$ cat config.mk
export PLATFORM = sky130hd
export DESIGN_NAME = radiometer_channel_demux
export DESIGN_NICKNAME = d
export VERILOG_FILES = /design/src/sv/rcd_pkg.sv /design/src/sv/rcd_regs.sv /design/src/sv/rcd_core.sv /design/src/sv/radiometer_channel_demux.sv
export SDC_FILE = /design/constraint.sdc
export NUM_CORES = 1
export LEC_CHECK = 0
export BUFFER_PORTS_ARGS = -buffer_cell sky130_fd_sc_hd__buf_2
export CELL_PAD_IN_SITES_DETAIL_PLACEMENT = 1
export CELL_PAD_IN_SITES_GLOBAL_PLACEMENT = 2
export CORE_UTILIZATION = 37
export DETAILED_ROUTE_END_ITERATION = 12
export PLACE_DENSITY_LB_ADDON = 0.1
export SLEW_MARGIN = 40
export SYNTH_ARGS = -nofsm -noshare
export SYNTH_HDL_FRONTEND = slang
export SYNTH_SLANG_ARGS = --single-unit
$ cat constraint.sdc
create_clock -name clk -period 14.2 [get_ports clk]
set_input_delay 0 -clock clk [delete_from_list [all_inputs] [get_ports clk]]
set_output_delay 0 -clock clk [all_outputs]
set_load 0.01 [all_outputs]
$ cat src/sv/rcd_pkg.sv
// ---------------------------------------------------------------------------
// rcd_pkg
// shared types and constants of the radiometer channel demultiplexer
// ---------------------------------------------------------------------------
package rcd_pkg;

  localparam int unsigned SPL_W   = 13;
  localparam int unsigned LINE_W  = 16;
  localparam int unsigned MODE_W  = 2;
  localparam int unsigned SWL_W   = 17;
  localparam int unsigned WORD_W  = 10;
  localparam int unsigned CHO_W   = 3;
  localparam int unsigned PIXO_W  = 12;
  localparam int unsigned SKIP_W  = 7;
  localparam int unsigned ADDR_W  = 4;
  localparam int unsigned DATA_W  = 32;

  // stream framing
  localparam logic [SKIP_W-1:0] HEADER_WORDS = 7'd55;
  localparam logic [SKIP_W-1:0] GAP_WORDS    = 7'd112;

  // the two shared channel slots
  localparam logic [CHO_W-1:0] SHARED_A = 3'd2;
  localparam logic [CHO_W-1:0] SHARED_B = 3'd3;

  // shared slot mode codes
  localparam logic [MODE_W-1:0] MODE_KEEP_B = 2'd0;
  localparam logic [MODE_W-1:0] MODE_KEEP_A = 2'd1;

  localparam logic [SWL_W-1:0] SWITCH_NEVER = 17'h1FFFF;

  // register reset values
  localparam logic [SPL_W-1:0]  SPL_RST  = 13'd2048;
  localparam logic [LINE_W-1:0] LCNT_RST = 16'd0;
  localparam logic [MODE_W-1:0] MODE_RST = MODE_KEEP_A;
  localparam logic [SWL_W-1:0]  SWL_RST  = SWITCH_NEVER;

  typedef enum logic [1:0] {
    REG_SAMPLES_PER_LINE = 2'd0,
    REG_LINE_COUNT       = 2'd1,
    REG_SHARED_SLOT_MODE = 2'd2,
    REG_SWITCH_LINE      = 2'd3
  } reg_idx_t;

  typedef struct packed {
    logic [SPL_W-1:0]  samples_per_line;
    logic [LINE_W-1:0] line_count;
    logic [MODE_W-1:0] shared_slot_mode;
    logic [SWL_W-1:0]  switch_line;
  } rcd_cfg_t;

  typedef struct packed {
    logic [CHO_W-1:0]  channel_index;
    logic [LINE_W-1:0] line_index;
    logic [PIXO_W-1:0] pixel_index;
    logic              image_done;
  } rcd_tag_t;

endpackage

$ cat src/sv/rcd_regs.sv
// ---------------------------------------------------------------------------
// rcd_regs
// configuration register file behind the apb-style port
// ---------------------------------------------------------------------------
module rcd_regs (
  input  logic                       clk,
  input  logic                       rst_n,
  input  logic                       psel,
  input  logic                       penable,
  input  logic                       pwrite,
  input  logic [rcd_pkg::ADDR_W-1:0] paddr,
  input  logic [rcd_pkg::DATA_W-1:0] pwdata,
  output logic [rcd_pkg::DATA_W-1:0] prdata,
  output logic                       pready,
  output rcd_pkg::rcd_cfg_t          cfg
);
  import rcd_pkg::*;

  rcd_cfg_t cfg_r, cfg_nxt;
  reg_idx_t idx;
  logic     wr_en;

  assign pready = 1'b1;
  assign idx    = reg_idx_t'(paddr[ADDR_W-1:2]);
  assign wr_en  = psel && penable && pwrite && pready;
  assign cfg    = cfg_r;

  always_comb begin
    cfg_nxt = cfg_r;
    if (wr_en) begin
      unique case (idx)
        REG_SAMPLES_PER_LINE: cfg_nxt.samples_per_line = pwdata[SPL_W-1:0];
        REG_LINE_COUNT:       cfg_nxt.line_count       = pwdata[LINE_W-1:0];
        REG_SHARED_SLOT_MODE: cfg_nxt.shared_slot_mode = pwdata[MODE_W-1:0];
        REG_SWITCH_LINE:      cfg_nxt.switch_line      = pwdata[SWL_W-1:0];
        default:              cfg_nxt = cfg_r;
      endcase
    end
  end

  always_comb begin
    unique case (idx)
      REG_SAMPLES_PER_LINE: prdata = DATA_W'(cfg_r.samples_per_line);
      REG_LINE_COUNT:       prdata = DATA_W'(cfg_r.line_count);
      REG_SHARED_SLOT_MODE: prdata = DATA_W'(cfg_r.shared_slot_mode);
      REG_SWITCH_LINE:      prdata = DATA_W'(cfg_r.switch_line);
      default:              prdata = '0;
    endcase
  end

  always_ff @(posedge clk) begin
    if (!rst_n) begin
      cfg_r.samples_per_line <= SPL_RST;
      cfg_r.line_count       <= LCNT_RST;
      cfg_r.shared_slot_mode <= MODE_RST;
      cfg_r.switch_line      <= SWL_RST;
    end else begin
      cfg_r <= cfg_nxt;
    end
  end

endmodule

$ cat src/sv/rcd_core.sv
// ---------------------------------------------------------------------------
// rcd_core
// stream position counters and slot selection, one word per step
// ---------------------------------------------------------------------------
module rcd_core #(
  parameter int unsigned NUM_CHANNELS = 6,
  parameter int unsigned MAX_SAMPLES  = 4096
) (
  input  logic              clk,
  input  logic              rst_n,
  input  logic              step,
  input  rcd_pkg::rcd_cfg_t cfg,
  output logic              emit,
  output rcd_pkg::rcd_tag_t tag
);
  import rcd_pkg::*;

  localparam int unsigned CH_W  = $clog2(NUM_CHANNELS);
  localparam int unsigned PIX_W = $clog2(MAX_SAMPLES);
  localparam int unsigned WID_W = SPL_W + 1;
  localparam logic [WID_W-1:0] MAX_WID = WID_W'(MAX_SAMPLES);

  logic [SKIP_W-1:0] skip_r, skip_nxt;
  logic [CH_W-1:0]   slot_r, slot_nxt;
  logic [PIX_W-1:0]  pix_r, pix_nxt;
  logic [LINE_W-1:0] line_r, line_nxt;
  logic              fin_r, fin_nxt;

  logic              skipping, flipped, found, nxt_found, line_end, last_line;
  logic [CH_W-1:0]   ci, nxt;
  logic [WID_W-1:0]  width;

  function automatic logic slot_kept(input logic [CH_W-1:0] c,
                                     input logic [MODE_W-1:0] mode,
                                     input logic flip);
    logic is_a, is_b;
    is_a = (CHO_W'(c) == SHARED_A);
    is_b = (CHO_W'(c) == SHARED_B);
    if (!is_a && !is_b) return 1'b1;
    if (mode != MODE_KEEP_A && mode != MODE_KEEP_B) return 1'b1;
    if ((mode == MODE_KEEP_A) != flip) return is_a;
    return is_b;
  endfunction

  // shared slot choice flips from the switch line onward; a negative switch line flips every line, the never code none
  always_comb begin
    if (cfg.switch_line == SWITCH_NEVER) flipped = 1'b0;
    else if (cfg.switch_line[SWL_W-1])   flipped = 1'b1;
    else flipped = (line_r >= cfg.switch_line[LINE_W-1:0]);
  end

  always_comb begin
    if (cfg.samples_per_line == '0)               width = WID_W'(1);
    else if ({1'b0, cfg.samples_per_line} > MAX_WID) width = MAX_WID;
    else                                            width = {1'b0, cfg.samples_per_line};
  end

  // first kept slot from the slot counter, wrapping to slot 0
  always_comb begin
    ci    = '0;
    found = 1'b0;
    for (int c = NUM_CHANNELS - 1; c >= 0; c--) begin
      if (CH_W'(c) >= slot_r && slot_kept(CH_W'(c), cfg.shared_slot_mode, flipped)) begin
        ci    = CH_W'(c);
        found = 1'b1;
      end
    end
    if (!found) ci = '0;
  end

  // next kept slot after this one in the same pixel
  always_comb begin
    nxt       = '0;
    nxt_found = 1'b0;
    for (int c = NUM_CHANNELS - 1; c >= 0; c--) begin
      if (CH_W'(c) > ci && slot_kept(CH_W'(c), cfg.shared_slot_mode, flipped)) begin
        nxt       = CH_W'(c);
        nxt_found = 1'b1;
      end
    end
  end

  assign skipping  = (skip_r != '0);
  assign emit      = !skipping && !fin_r && (line_r < cfg.line_count);
  assign line_end  = !nxt_found && ((WID_W'(pix_r) + WID_W'(1)) >= width);
  assign last_line = ({1'b0, line_r} + 17'd1) >= {1'b0, cfg.line_count};

  assign tag.channel_index = CHO_W'(ci);
  assign tag.line_index    = line_r;
  assign tag.pixel_index   = PIXO_W'(pix_r);
  assign tag.image_done    = line_end && last_line;

  always_comb begin
    skip_nxt = skip_r;
    slot_nxt = slot_r;
    pix_nxt  = pix_r;
    line_nxt = line_r;
    fin_nxt  = fin_r;
    if (step) begin
      if (skipping) begin
        skip_nxt = skip_r - SKIP_W'(1);
      end else if (emit) begin
        if (nxt_found) begin
          slot_nxt = nxt;
        end else begin
          slot_nxt = '0;
          if (line_end) begin
            pix_nxt  = '0;
            skip_nxt = GAP_WORDS;
            line_nxt = line_r + LINE_W'(1);
            if (last_line) fin_nxt = 1'b1;
          end else begin
            pix_nxt = pix_r + PIX_W'(1);
          end
        end
      end
    end
  end

  always_ff @(posedge clk) begin
    if (!rst_n) begin
      skip_r <= HEADER_WORDS;
      slot_r <= '0;
      pix_r  <= '0;
      line_r <= '0;
      fin_r  <= 1'b0;
    end else begin
      skip_r <= skip_nxt;
      slot_r <= slot_nxt;
      pix_r  <= pix_nxt;
      line_r <= line_nxt;
      fin_r  <= fin_nxt;
    end
  end

endmodule

$ cat src/sv/radiometer_channel_demux.sv
// ---------------------------------------------------------------------------
// radiometer_channel_demux
// de-interleaves unpacked 10-bit scanner words into tagged channel samples
// ---------------------------------------------------------------------------
// path: a kept word is offered on the result port from the result register,
//   after passing through the input register
// throughput: one word per cycle while results are taken, set by the
//   counter update in rcd_core; dropped words never wait on results
// reset: synchronous active-low rst_n; registers return to their reset
//   values, the 55-word header skip is reloaded, all counters clear
module radiometer_channel_demux #(
  parameter int unsigned NUM_CHANNELS = 6,
  parameter int unsigned MAX_SAMPLES  = 4096
) (
  input  logic                        clk,
  input  logic                        rst_n,
  // word requests
  input  logic                        in_valid,
  output logic                        in_ready,
  input  logic [rcd_pkg::WORD_W-1:0]  in_sample_word,
  // result requests
  output logic                        out_valid,
  input  logic                        out_ready,
  output logic [rcd_pkg::CHO_W-1:0]   out_channel_index,
  output logic [rcd_pkg::LINE_W-1:0]  out_line_index,
  output logic [rcd_pkg::PIXO_W-1:0]  out_pixel_index,
  output logic [rcd_pkg::WORD_W-1:0]  out_sample_value,
  output logic                        out_image_done,
  // configuration
  input  logic                        psel,
  input  logic                        penable,
  input  logic                        pwrite,
  input  logic [rcd_pkg::ADDR_W-1:0]  paddr,
  input  logic [rcd_pkg::DATA_W-1:0]  pwdata,
  output logic [rcd_pkg::DATA_W-1:0]  prdata,
  output logic                        pready
);
  import rcd_pkg::*;

  rcd_cfg_t cfg;
  rcd_tag_t tag;
  logic     emit;
  logic     advance;

  // input register
  logic              in_vld_r, in_vld_nxt;
  logic [WORD_W-1:0] in_word_r;

  // result register
  logic              out_vld_r, out_vld_nxt;
  rcd_tag_t          out_tag_r;
  logic [WORD_W-1:0] out_word_r;

  rcd_regs u_regs (
    .clk     (clk),
    .rst_n   (rst_n),
    .psel    (psel),
    .penable (penable),
    .pwrite  (pwrite),
    .paddr   (paddr),
    .pwdata  (pwdata),
    .prdata  (prdata),
    .pready  (pready),
    .cfg     (cfg)
  );

  // the core works on the word held in the input register
  rcd_core #(
    .NUM_CHANNELS (NUM_CHANNELS),
    .MAX_SAMPLES  (MAX_SAMPLES)
  ) u_core (
    .clk   (clk),
    .rst_n (rst_n),
    .step  (advance),
    .cfg   (cfg),
    .emit  (emit),
    .tag   (tag)
  );

  // a held word moves on when it is dropped, or when the result register
  // is empty or being drained this cycle
  assign advance  = in_vld_r && (!emit || !out_vld_r || out_ready);
  assign in_ready = !in_vld_r || advance;

  always_comb begin
    in_vld_nxt = in_vld_r;
    if (in_valid && in_ready) in_vld_nxt = 1'b1;
    else if (advance)         in_vld_nxt = 1'b0;
  end

  always_comb begin
    out_vld_nxt = out_vld_r;
    if (advance && emit) out_vld_nxt = 1'b1;
    else if (out_ready)  out_vld_nxt = 1'b0;
  end

  always_ff @(posedge clk) begin
    if (!rst_n) begin
      in_vld_r  <= 1'b0;
      out_vld_r <= 1'b0;
    end else begin
      in_vld_r  <= in_vld_nxt;
      out_vld_r <= out_vld_nxt;
    end
  end

  // payload registers, no reset
  always_ff @(posedge clk) begin
    if (in_valid && in_ready) in_word_r <= in_sample_word;
    if (advance && emit) begin
      out_tag_r  <= tag;
      out_word_r <= in_word_r;
    end
  end

  assign out_valid         = out_vld_r;
  assign out_channel_index = out_tag_r.channel_index;
  assign out_line_index    = out_tag_r.line_index;
  assign out_pixel_index   = out_tag_r.pixel_index;
  assign out_sample_value  = out_word_r;
  assign out_image_done    = out_tag_r.image_done;

endmodule

==> results of run 1 <==
what timing repair did:
item / CTS / global route
hold endpoints to repair: 60 / 0
hold buffers: 29 / 0
endpoints found under the setup margin: 0 / 0
registers in the layout, indices dropped and copies added (netlist names):
register           count
u_regs.cfg            48
in_vld_r               1
out_valid              1
u_core.line_r         16
u_core.slot_r          3
u_core.skip_r          7
in_word_r             10
out_sample_value      10
u_core.fin_r           1
out_pixel_index       12
out_line_index        16
out_image_done         1
out_channel_index      3
u_core.pix_r          12
synthesized netlist by cell type, drive strengths merged, types with 5 or more instances:
| library cell | count | area, sq um |
|---|---|---|
| nand3b | 7 | 52.6 |
| clkbuf | 25 | 93.8 |
| buf | 24 | 160 |
| inv | 43 | 161 |
| mux2i | 15 | 150 |
| xor2 | 18 | 158 |
| o21ai | 34 | 170 |
| nor4 | 8 | 56.3 |
| o22ai | 11 | 68.8 |
| and3 | 15 | 93.8 |
| nor2 | 35 | 131 |
| nand2 | 129 | 484 |
| nor3 | 10 | 55.1 |
| o211ai | 17 | 128 |
| nand4 | 12 | 75.1 |
| ha | 64 | 801 |
| nor2b | 9 | 56.3 |
| dfxtp | 89 | 1780 |
| a21o | 5 | 37.5 |
| xnor2 | 18 | 158 |
| nand3 | 31 | 155 |
| nand2b | 6 | 37.5 |
| a21oi | 71 | 355 |
| edfxtp | 52 | 1560 |
| or3 | 10 | 62.6 |
power by group:
| group | total, uW | switching [uW] | internal, uW | leakage (uW) |
|---|---|---|---|---|
| Sequential | 425 | 3.08 | 422 | 0.00116 |
| Clock | 435 | 202 | 233 | 0.000273 |
| Combinational | 56.8 | 34.4 | 22.4 | 0.00226 |
how the worst min path moves through the flow:
stage | endpoint | slack (ns) | depth (start not counted)
final | u_core.skip_r[2]$_SDFFE_PN1P_ | 0.03 | 2
after global routing | u_regs.cfg[16]$_SDFFE_PN1P_ | 0.05 | 2
after CTS | u_core.skip_r[2]$_SDFFE_PN1P_ | 0.008 | 2
after detailed placement | in_word_r[7]$_DFFE_PP_ | 0.18 | 1
after global placement | in_word_r[4]$_DFFE_PP_ | 0.18 | 1
after floorplan | in_word_r[0]$_DFFE_PP_ | 0.1 | 0
routing by layer:
layer,GRT usage,part of all wire,vias up
li1,-,-,3057
met1,0.287,0.47,3105
met2,0.369,0.48,120
met3,0.0343,0.039,6
met4,0.0683,0.0053,0
met5,0,0,-
cells in the final DEF (no fill, tap or decap), types with 3 or more instances in the layout:
master	n
nand3_1	31
ha_1	64
inv_1	42
dlygate4sd3_1	29
clkinvlp_4	3
or2_2	3
clkbuf_16	17
xnor2_1	18
nor2_1	34
a22oi_1	4
inv_8	6
nand2_1	129
nand4_1	12
o211ai_1	17
or4_1	3
a21o_1	5
nor2b_1	9
nor4_1	5
dfxtp_1	89
and3_1	15
mux2i_1	15
nand3b_1	7
edfxtp_1	52
o21ai_0	34
a21oi_1	71
conb_1	16
xor2_1	18
buf_2	96
o22ai_1	11
nand2b_1	6
inv_6	4
nor3_1	9
buf_4	6
o21a_1	3
or3_1	10
cell type report:
type                       count  area, sq um
clock buffer                  17          425
clock inverter                15          143
fill                        2277        10600
inverter                      43          161
multi-input combinational    583         3760
sequential                   141         3340
tap                          265          332
timing repair buffer         132          827
per-stage QoR:
stage           util  hold slack [ns]  setup WS [ns]
2_1_floorplan      -           0.0989           8.13
3_3_place_gp   0.413            0.179           9.89
3_5_place_dp   0.414            0.180           9.86
4_1_cts        0.458          0.00817           9.80
5_1_grt        0.459           0.0465           9.54
6_report       0.459           0.0322           9.93
cell families after synthesis:
group                    Yosys count  synth area share
buffers and inverters             92            0.0560
AO/OA/AOI/OAI                    162             0.129
flip-flops                       141             0.451
multiplexers                      17            0.0263
other                              2           0.00101
AND/OR/NAND/NOR                  288             0.186
XOR/XNOR                          36            0.0425
adder cells (fa/ha/maj)           64             0.108
critical path: stages, from the launching register on:
cell and delay, ns:
dfxtp_1 0.48, nand2_1 0.11, nor2_1 0.29, nand2_1 0.11, nor2_1 0.29, and3_1 0.27, xor2_1 0.17, ha_1 0.27
a2111oi_0 0.41, o21ai_0 0.28, o22a_1 0.32, and2_1 0.33, nor3_4 0.54, nand3b_1 0.13, a21oi_1 0.16
==> flow_summary.json, run 1 <==
{
  "grt_util_all_layers": 0.219,
  "period_minus_slack_ns": 4.27,
  "total_power_uw": 917,
  "yosysWarningCount": 0,
  "synthCells": 802,
  "crit_path_start_kind": "flip-flop",
  "drt-wirelength-per-cell_um": 17.8,
  "clkSinkCount": 141,
  "cts_htree_levels": 4,
  "drive_gt1_frac": 0.164,
  "die_w_um": 144,
  "ios": 130,
  "root_buffer": "clkbuf_16",
  "place_inst": 1134,
  "std_cell_rows": 51,
  "setup_violations": 0,
  "crit_end": "u_core.pix_r[11]$_SDFFE_PN0P_",
  "cts_setup_buffers": 0,
  "tns_ns": 0,
  "slew_viol_final": 0,
  "start_util": 0.379,
  "setup.worst_path.start": "u_core.pix_r[2]$_SDFFE_PN0P_",
  "hpwl_um": 15500,
  "design.core.area_sq_mm": 0.0196,
  "grt_pass1_vias": 6486,
  "timing.max_cap.violations": 0,
  "nets": 1035,
  "powerDensity_mw_per_mm2": 102,
  "drt_first_iter_violations": 255,
  "end_kind": "flip-flop",
  "relSlewSlack": 0.471,
  "die_area_sq_mm": 0.0206,
  "finalCritPeriodShare": 0.301,
  "synth_edf_count": 52,
  "instances_no_fill": 1196,
  "ctsResizeCount": 0,
  "ys_ff_latch": 141,
  "clk_latency_ns": 0.43,
  "grt_max_degree": 66,
  "grt-ovfl-total": 0,
  "yosysSeqAreaShare": 0.451,
  "max-vdd-ir-drop_mv": 0.0735,
  "cts_tree": "yes",
  "viasPerCell": 5.26,
  "syn_area_per_cell_sq_um": 9.25,
  "timing.rr.end": "u_core.pix_r[11]$_SDFFE_PN0P_",
  "worstPathMaxFanout": 11,
  "status": "completed",
  "rr_startpoint": "u_core.pix_r[2]$_SDFFE_PN0P_",
  "hp-class": "primary input to flip-flop",
  "rrSetupSlack_ns": 9.93,
  "synthToLayoutAreaGrowth_pct": 21.2,
  "clkTransAtPathRegs_ns": 0.07,
  "path_class": "flip-flop to flip-flop",
  "rr_worst_depth": 14,
  "firstDrtPassIters": 5,
  "rsz0062_at_grt": "false",
  "crit_required_ns": 14.55,
  "arrival_ns": 4.62,
  "cts_buffers": 17,
  "finalInstanceArea_sq_mm": 0.00899,
  "io_buffers": 96,
  "diodes": 0,
  "ys.flop_type": "dfxtp_1",
  "clockBufferDepth": 2,
  "p_leak_uw": 0.00369,
  "timing.fmax_ghz": 0.234,
  "final_antenna_net_count": 0,
  "hold_violations": 0,
  "finClkSkew_ns": 0.0105,
  "async_flop_share": 0,
  "grt_pass1_wl_um": 34200,
  "syn_area_sq_mm": 0.00742,
  "worstHoldStart": "rst_n",
  "wirelength_um": 21300,
  "place_area_sq_mm": 0.00812,
  "gp_congestion": 0.796,
  "antenna_found_initial": 0,
  "die_y_um": 144,
  "worst_pin_slew_ns": 0.793,
  "ys_types": 55,
  "via_count": 6288,
  "route.detailed.drc": 0
}
Note: power is estimated with default switching activity, not from simulation.
==> inputs of run 2 (changes only) <==
--- a/config.mk
+++ b/config.mk
@@ -8,7 +8,7 @@
 export BUFFER_PORTS_ARGS = -buffer_cell sky130_fd_sc_hd__buf_2
 export CELL_PAD_IN_SITES_DETAIL_PLACEMENT = 1
 export CELL_PAD_IN_SITES_GLOBAL_PLACEMENT = 2
-export CORE_UTILIZATION = 37
+export CORE_UTILIZATION = 35
 export DETAILED_ROUTE_END_ITERATION = 12
 export PLACE_DENSITY_LB_ADDON = 0.1
 export SLEW_MARGIN = 40
==> constraint.sdc (replaced) <==
create_clock -name clk -period 4.47 [get_ports clk]
set_input_delay 0 -clock clk [delete_from_list [all_inputs] [get_ports clk]]
set_output_delay 0 -clock clk [all_outputs]
set_load 0.01 [all_outputs]
==> run 2 against run 1 <==
Compared with the run above: worst setup slack worse by 9.5 ns; flip-flop and latch count did not move; final cell count rose by 0.59%; critical endpoint is now u_core.line_r[12]$_SDFFE_PN0P_; largest cell class unchanged.
==> flow_summary.json, run 2 (synthesis results as in run 1) <==
{
  "setup_violations": 0,
  "crit_path_start_kind": "flip-flop",
  "instances_no_fill": 1203,
  "clockBufferDepth": 2,
  "wl_met3_um": 598,
  "wirelength_um": 22000,
  "clk_latency_ns": 0.43,
  "die_y_um": 148,
  "rsz0062_at_grt": "false",
  "end_kind": "flip-flop",
  "p_leak_uw": 0.00384,
  "multi_input_area_sq_mm": 0.00375,
  "clkTransAtPathRegs_ns": 0.07,
  "std_cell_rows": 52,
  "fin_util": 0.439,
  "antenna_found_initial": 0,
  "relSlewSlack": 0.526,
  "whs_path_depth": 2,
  "root_buffer": "clkbuf_16",
  "nets": 1037,
  "tns_ns": 0,
  "gp_congestion": 0.790,
  "grt_pass1_vias": 6458,
  "cts_tree": "yes",
  "firstDrtPassIters": 4,
  "path_class": "flip-flop to flip-flop",
  "period_minus_slack_ns": 4.05,
  "dr_wl_met2_um": 10700,
  "via_count": 6256,
  "cp.depth": 14,
  "hp-class": "primary input to flip-flop",
  "grt_pass1_wl_um": 34900,
  "place_area_sq_mm": 0.00813,
  "arrival_ns": 4.40,
  "drt_first_iter_violations": 295,
  "die_w_um": 148,
  "status": "completed",
  "worst_pin_slew_ns": 0.703,
  "grt_max_degree": 44,
  "critPathBufInv": 0,
  "hpwl_um": 16100,
  "slew_viol_final": 0,
  "io_buffers": 96,
  "finalInstanceArea_sq_mm": 0.00900,
  "crit_chain": "ha_1 > and3_1 > and3_1 > and3_1 > and3_1 > xor2_1 > ha_1 > a2111oi_0 > o21ai_0 > o22a_1 > nand3b_1 > or4_4 > or3_1 > a21oi_1",
  "hold_violations": 0,
  "crit_required_ns": 4.82,
  "design.core.area_sq_mm": 0.0205,
  "max-vdd-ir-drop_mv": 0.251,
  "synthToLayoutAreaGrowth_pct": 21.3,
  "cts_buffers": 17,
  "wl_met1_um": 10400,
  "grt_util_all_layers": 0.208,
  "worstPathMaxFanout": 24,
  "total_power_uw": 2920,
  "die_area_sq_mm": 0.0218,
  "fill_cells": 2406,
  "drt-wirelength-per-cell_um": 18.2,
  "clkSinkCount": 141,
  "rr_worst_depth": 14,
  "largest_reg_flops": 48,
  "cts_htree_levels": 4,
  "final_common_cell": "nand2_1",
  "crit_family": "simple AND/OR/NAND/NOR gates",
  "rrSetupSlack_ns": 0.42,
  "diodes": 0,
  "dr.max_layer_used": "met4",
  "crit_top_cell": "and3_1",
  "timing.fmax_ghz": 0.247,
  "finClkSkew_ns": 0.0103,
  "timing.max_cap.violations": 0,
  "critPathSlowestCell": "or4_4",
  "ff_latch_area_sq_mm": 0.00334,
  "drive_gt1_frac": 0.166,
  "ios": 130,
  "place_inst": 1142,
  "finalCritPeriodShare": 0.906,
  "cts_setup_buffers": 0,
  "final_antenna_net_count": 0,
  "viasPerCell": 5.20,
  "start_util": 0.362,
  "route.detailed.drc": 0,
  "grt-ovfl-total": 0,
  "slowest_delay_ns": 0.61,
  "final_cell_mix": "nand2_1 (129), buf_2 (96), dfxtp_1 (89), a21oi_1 (71), ha_1 (64)",
  "powerDensity_mw_per_mm2": 325
}
## run 2: worst paths after layout
path                                         end                          from
hold reg to reg    out_sample_value[4]$_DFFE_PP_        in_word_r[4]$_DFFE_PP_
setup reg to reg  u_core.line_r[12]$_SDFFE_PN0P_  u_core.pix_r[0]$_SDFFE_PN0P_
hold / removal     u_core.skip_r[2]$_SDFFE_PN1P_                         rst_n
setup / recovery  u_core.line_r[12]$_SDFFE_PN0P_  u_core.pix_r[0]$_SDFFE_PN0P_
## run 2: layout make-up
| class | count | share of cell area |
|---|---|---|
| Multi-Input combinational cell | 583 | 0.416 |
| Inverter | 43 | 0.0179 |
| Tap cell | 270 | 0.0375 |
| Clock inverter | 15 | 0.0161 |
| Sequential cell | 141 | 0.372 |
| Timing Repair Buffer | 134 | 0.0932 |
| Clock buffer | 17 | 0.0473 |
## run 2: through the flow
stage	hold slack [ns]	worst slack, ns
after floorplan	0.0989	0.174
after global placement	0.180	0.510
after detailed placement	0.179	0.377
after CTS	0.00775	0.308
after global routing	0.0262	0.0874
final	0.0293	0.422
## run 2: metal layers
layer,track usage,vias to the layer above
met2,0.352,108
met1,0.275,3077
met3,0.0340,17
met5,0,-
li1,-,3054
met4,0.0531,0
## run 2: power by group
group / internal (uW) / switching, uW
clock: 738 / 648
combinational: 72.1 / 110
sequential: 1340 / 9.70
total: 2150 / 768
## run 2: timing repair
item,in CTS,in global routing
resized for setup,0,2
hold buffers,29,0
setup endpoints to repair,0,10
hold endpoints to repair,60,0
==> inputs of run 3 (changes only) <==
--- a/config.mk
+++ b/config.mk
@@ -5,12 +5,14 @@
 export SDC_FILE = /design/constraint.sdc
 export NUM_CORES = 1
 export LEC_CHECK = 0
+export ABC_AREA = 1
 export BUFFER_PORTS_ARGS = -buffer_cell sky130_fd_sc_hd__buf_2
 export CELL_PAD_IN_SITES_DETAIL_PLACEMENT = 1
 export CELL_PAD_IN_SITES_GLOBAL_PLACEMENT = 2
-export CORE_UTILIZATION = 35
+export CORE_UTILIZATION = 33
 export DETAILED_ROUTE_END_ITERATION = 12
 export PLACE_DENSITY_LB_ADDON = 0.1
+export REMOVE_ABC_BUFFERS = 1
 export SLEW_MARGIN = 40
 export SYNTH_ARGS = -nofsm -noshare
 export SYNTH_HDL_FRONTEND = slang
==> run 3 against run 2 <==
Compared with the run above: register-to-register slack better by 0.37 ns; combinational power is 19% higher; clock power up 9%; critical endpoint is now u_core.skip_r[1]$_SDFFE_PN1P_; highest routed layer unchanged.
==> flow_summary.json, run 3 <==
{
  "status": "completed",
  "rr_worst_depth": 19,
  "finClkSkew_ns": 0.0136,
  "io_buffers": 96,
  "worstPathMaxFanout": 9,
  "clkTransAtPathRegs_ns": 0.07,
  "yosysSeqAreaShare": 0.434,
  "design.core.area_sq_mm": 0.0228,
  "synth_area_leaders": "dfxtp_1 (23%), edfxtp_1 (20%), ha_1 (10%)",
  "async_flop_share": 0,
  "grt_pass1_vias": 6643,
  "std_cell_rows": 55,
  "ys_types": 42,
  "die_y_um": 155,
  "syn_area_per_cell_sq_um": 8.25,
  "via_count": 6617,
  "ios": 130,
  "powerDensity_mw_per_mm2": 329,
  "clk_latency_ns": 0.44,
  "relSlewSlack": 0.427,
  "cts_tree": "yes",
  "firstDrtPassIters": 4,
  "rrSetupSlack_ns": 0.79,
  "worstHoldEndpoint": "u_regs.cfg[18]$_SDFFE_PN0P_",
  "syn_area_sq_mm": 0.00771,
  "timing.rr.end": "u_core.skip_r[1]$_SDFFE_PN1P_",
  "hold_violations": 0,
  "grt_util_all_layers": 0.194,
  "tns_ns": 0,
  "end_kind": "flip-flop",
  "rsz0062_at_grt": "false",
  "synthToLayoutAreaGrowth_pct": 21.7,
  "yosysTopAreaCell": "dfxtp_1",
  "viasPerCell": 4.78,
  "fill_cells": 2724,
  "nets": 1176,
  "synthCells": 935,
  "grt_max_degree": 67,
  "final_common_cell": "nand2_1",
  "root_buffer": "clkbuf_16",
  "drt-wirelength-per-cell_um": 15.9,
  "place_inst": 1321,
  "arrival_ns": 4.00,
  "gp_congestion": 0.788,
  "grt-ovfl-total": 0,
  "final_antenna_net_count": 0,
  "cts_setup_buffers": 0,
  "ys_ff_latch": 141,
  "die_area_sq_mm": 0.0240,
  "hpwl_um": 16100,
  "diodes": 0,
  "grt_pass1_wl_um": 35400,
  "ys.flop_type": "dfxtp_1",
  "timing.max_cap.violations": 0,
  "finalCritPeriodShare": 0.823,
  "setup.worst_path.start": "u_core.pix_r[0]$_SDFFE_PN0P_",
  "worst_pin_slew_ns": 0.858,
  "slew_viol_final": 0,
  "hp-class": "primary input to flip-flop",
  "worstHoldStart": "paddr[2]",
  "p_leak_uw": 0.00448,
  "clockBufferDepth": 2,
  "drt_first_iter_violations": 208,
  "setup_violations": 0,
  "route.detailed.drc": 0,
  "antenna_found_initial": 0,
  "synth_most_common_cell": "nand2_1",
  "cts_htree_levels": 4,
  "final_cell_mix": "nand2_1 (182), inv_1 (115), buf_2 (96), nor2_1 (90), dfxtp_1 (89)",
  "clkSinkCount": 141,
  "whs_path_depth": 4,
  "largest_reg_flops": 48,
  "synth_edf_count": 52,
  "rr_startpoint": "u_core.pix_r[0]$_SDFFE_PN0P_",
  "synth.top_cell.area_share": 0.231,
  "start_util": 0.338,
  "cts_buffers": 17,
  "drive_gt1_frac": 0.154,
  "die_w_um": 155,
  "period_minus_slack_ns": 3.68,
  "timing.fmax_ghz": 0.272,
  "max-vdd-ir-drop_mv": 0.229,
  "timing.hold.ws_ns": 0.0187,
  "synth_commonest_cells": "nand2_1 (182), inv_1 (118), nor2_1 (91)",
  "yosysWarningCount": 0,
  "instances_no_fill": 1385,
  "crit_required_ns": 4.79,
  "crit_path_start_kind": "flip-flop",
  "wirelength_um": 22100,
  "path_class": "flip-flop to flip-flop"
}
==> run 3: repair_timing <==
action	in CTS	in global routing
hold buffers	32	0
endpoints found under the setup margin	0	0
hold endpoints to repair	60	0
gates resized for setup	0	0
==> run 3: logic make-up after synthesis <==
group	Yosys count	share of synthesized area
adder cells (fa/ha/maj)	64	0.104
AO/OA/AOI/OAI	166	0.125
AND/OR/NAND/NOR	375	0.221
other	2	0.000974
buffers and inverters	164	0.0896
flip-flops	141	0.434
XOR/XNOR	23	0.0261
==> run 3: worst max-delay path: stages (launching register included) <==
cell	delay, ns
dfxtp_1	0.41
inv_1	0.08
nor3_1	0.29
nand3_1	0.17
nor2_1	0.11
nand2_1	0.08
nor2_1	0.18
nand2_1	0.10
xor2_1	0.14
inv_1	0.07
ha_1	0.29
nand2_1	0.09
nor4_1	0.27
nand2_1	0.11
nand3_2	0.26
nand2_1	0.13
nand2_1	0.17
nand4_2	0.28
a21oi_1	0.21
o21ai_0	0.11
==> run 3: routing by layer <==
layer,vias up,GRT usage,wire length (um)
li1,3363,-,-
met1,3128,0.247,10400
met2,98,0.331,10700
met3,28,0.0351,547
met4,0,0.0632,377
met5,-,0,0
==> run 3: report_power, final <==
group | internal (uW) | leakage (uW) | switching, uW | total, uW
logic | 81.9 | 0.00293 | 135 | 217
clock network | 855 | 0.000306 | 661 | 1520
registers | 1350 | 0.00125 | 11.7 | 1360
==> run 3: cell type report <==
class | instances | area [sq um] | area share
Timing Repair Buffer | 133 | 838 | 0.0894
Clock inverter | 15 | 190 | 0.0203
Clock buffer | 17 | 425 | 0.0454
Tap cell | 313 | 392 | 0.0418
Multi-Input combinational cell | 644 | 3730 | 0.398
Sequential cell | 141 | 3340 | 0.356
Inverter | 122 | 460 | 0.0491
==> run 3: metrics by stage <==
stage	utilization	setup slack (ns)	instance area (sq um)	total power, uW
4_1_cts	0.412	0.754	9380	3130
5_1_grt	0.412	0.320	9380	3210
3_3_place_gp	0.371	0.869	8440	1580
3_5_place_dp	0.371	0.793	8440	1580
6_report	0.412	0.791	9380	3090
2_1_floorplan	-	1.27	7530	1490
==> run 3: worst max path at each step <==
stage | end
final | u_core.skip_r[1]$_SDFFE_PN1P_
after global placement | u_core.skip_r[0]$_SDFFE_PN1P_
after detailed placement | u_core.skip_r[1]$_SDFFE_PN1P_
after floorplan | u_core.skip_r[0]$_SDFFE_PN1P_
after CTS | u_core.skip_r[1]$_SDFFE_PN1P_
after global routing | u_core.skip_r[0]$_SDFFE_PN1P_
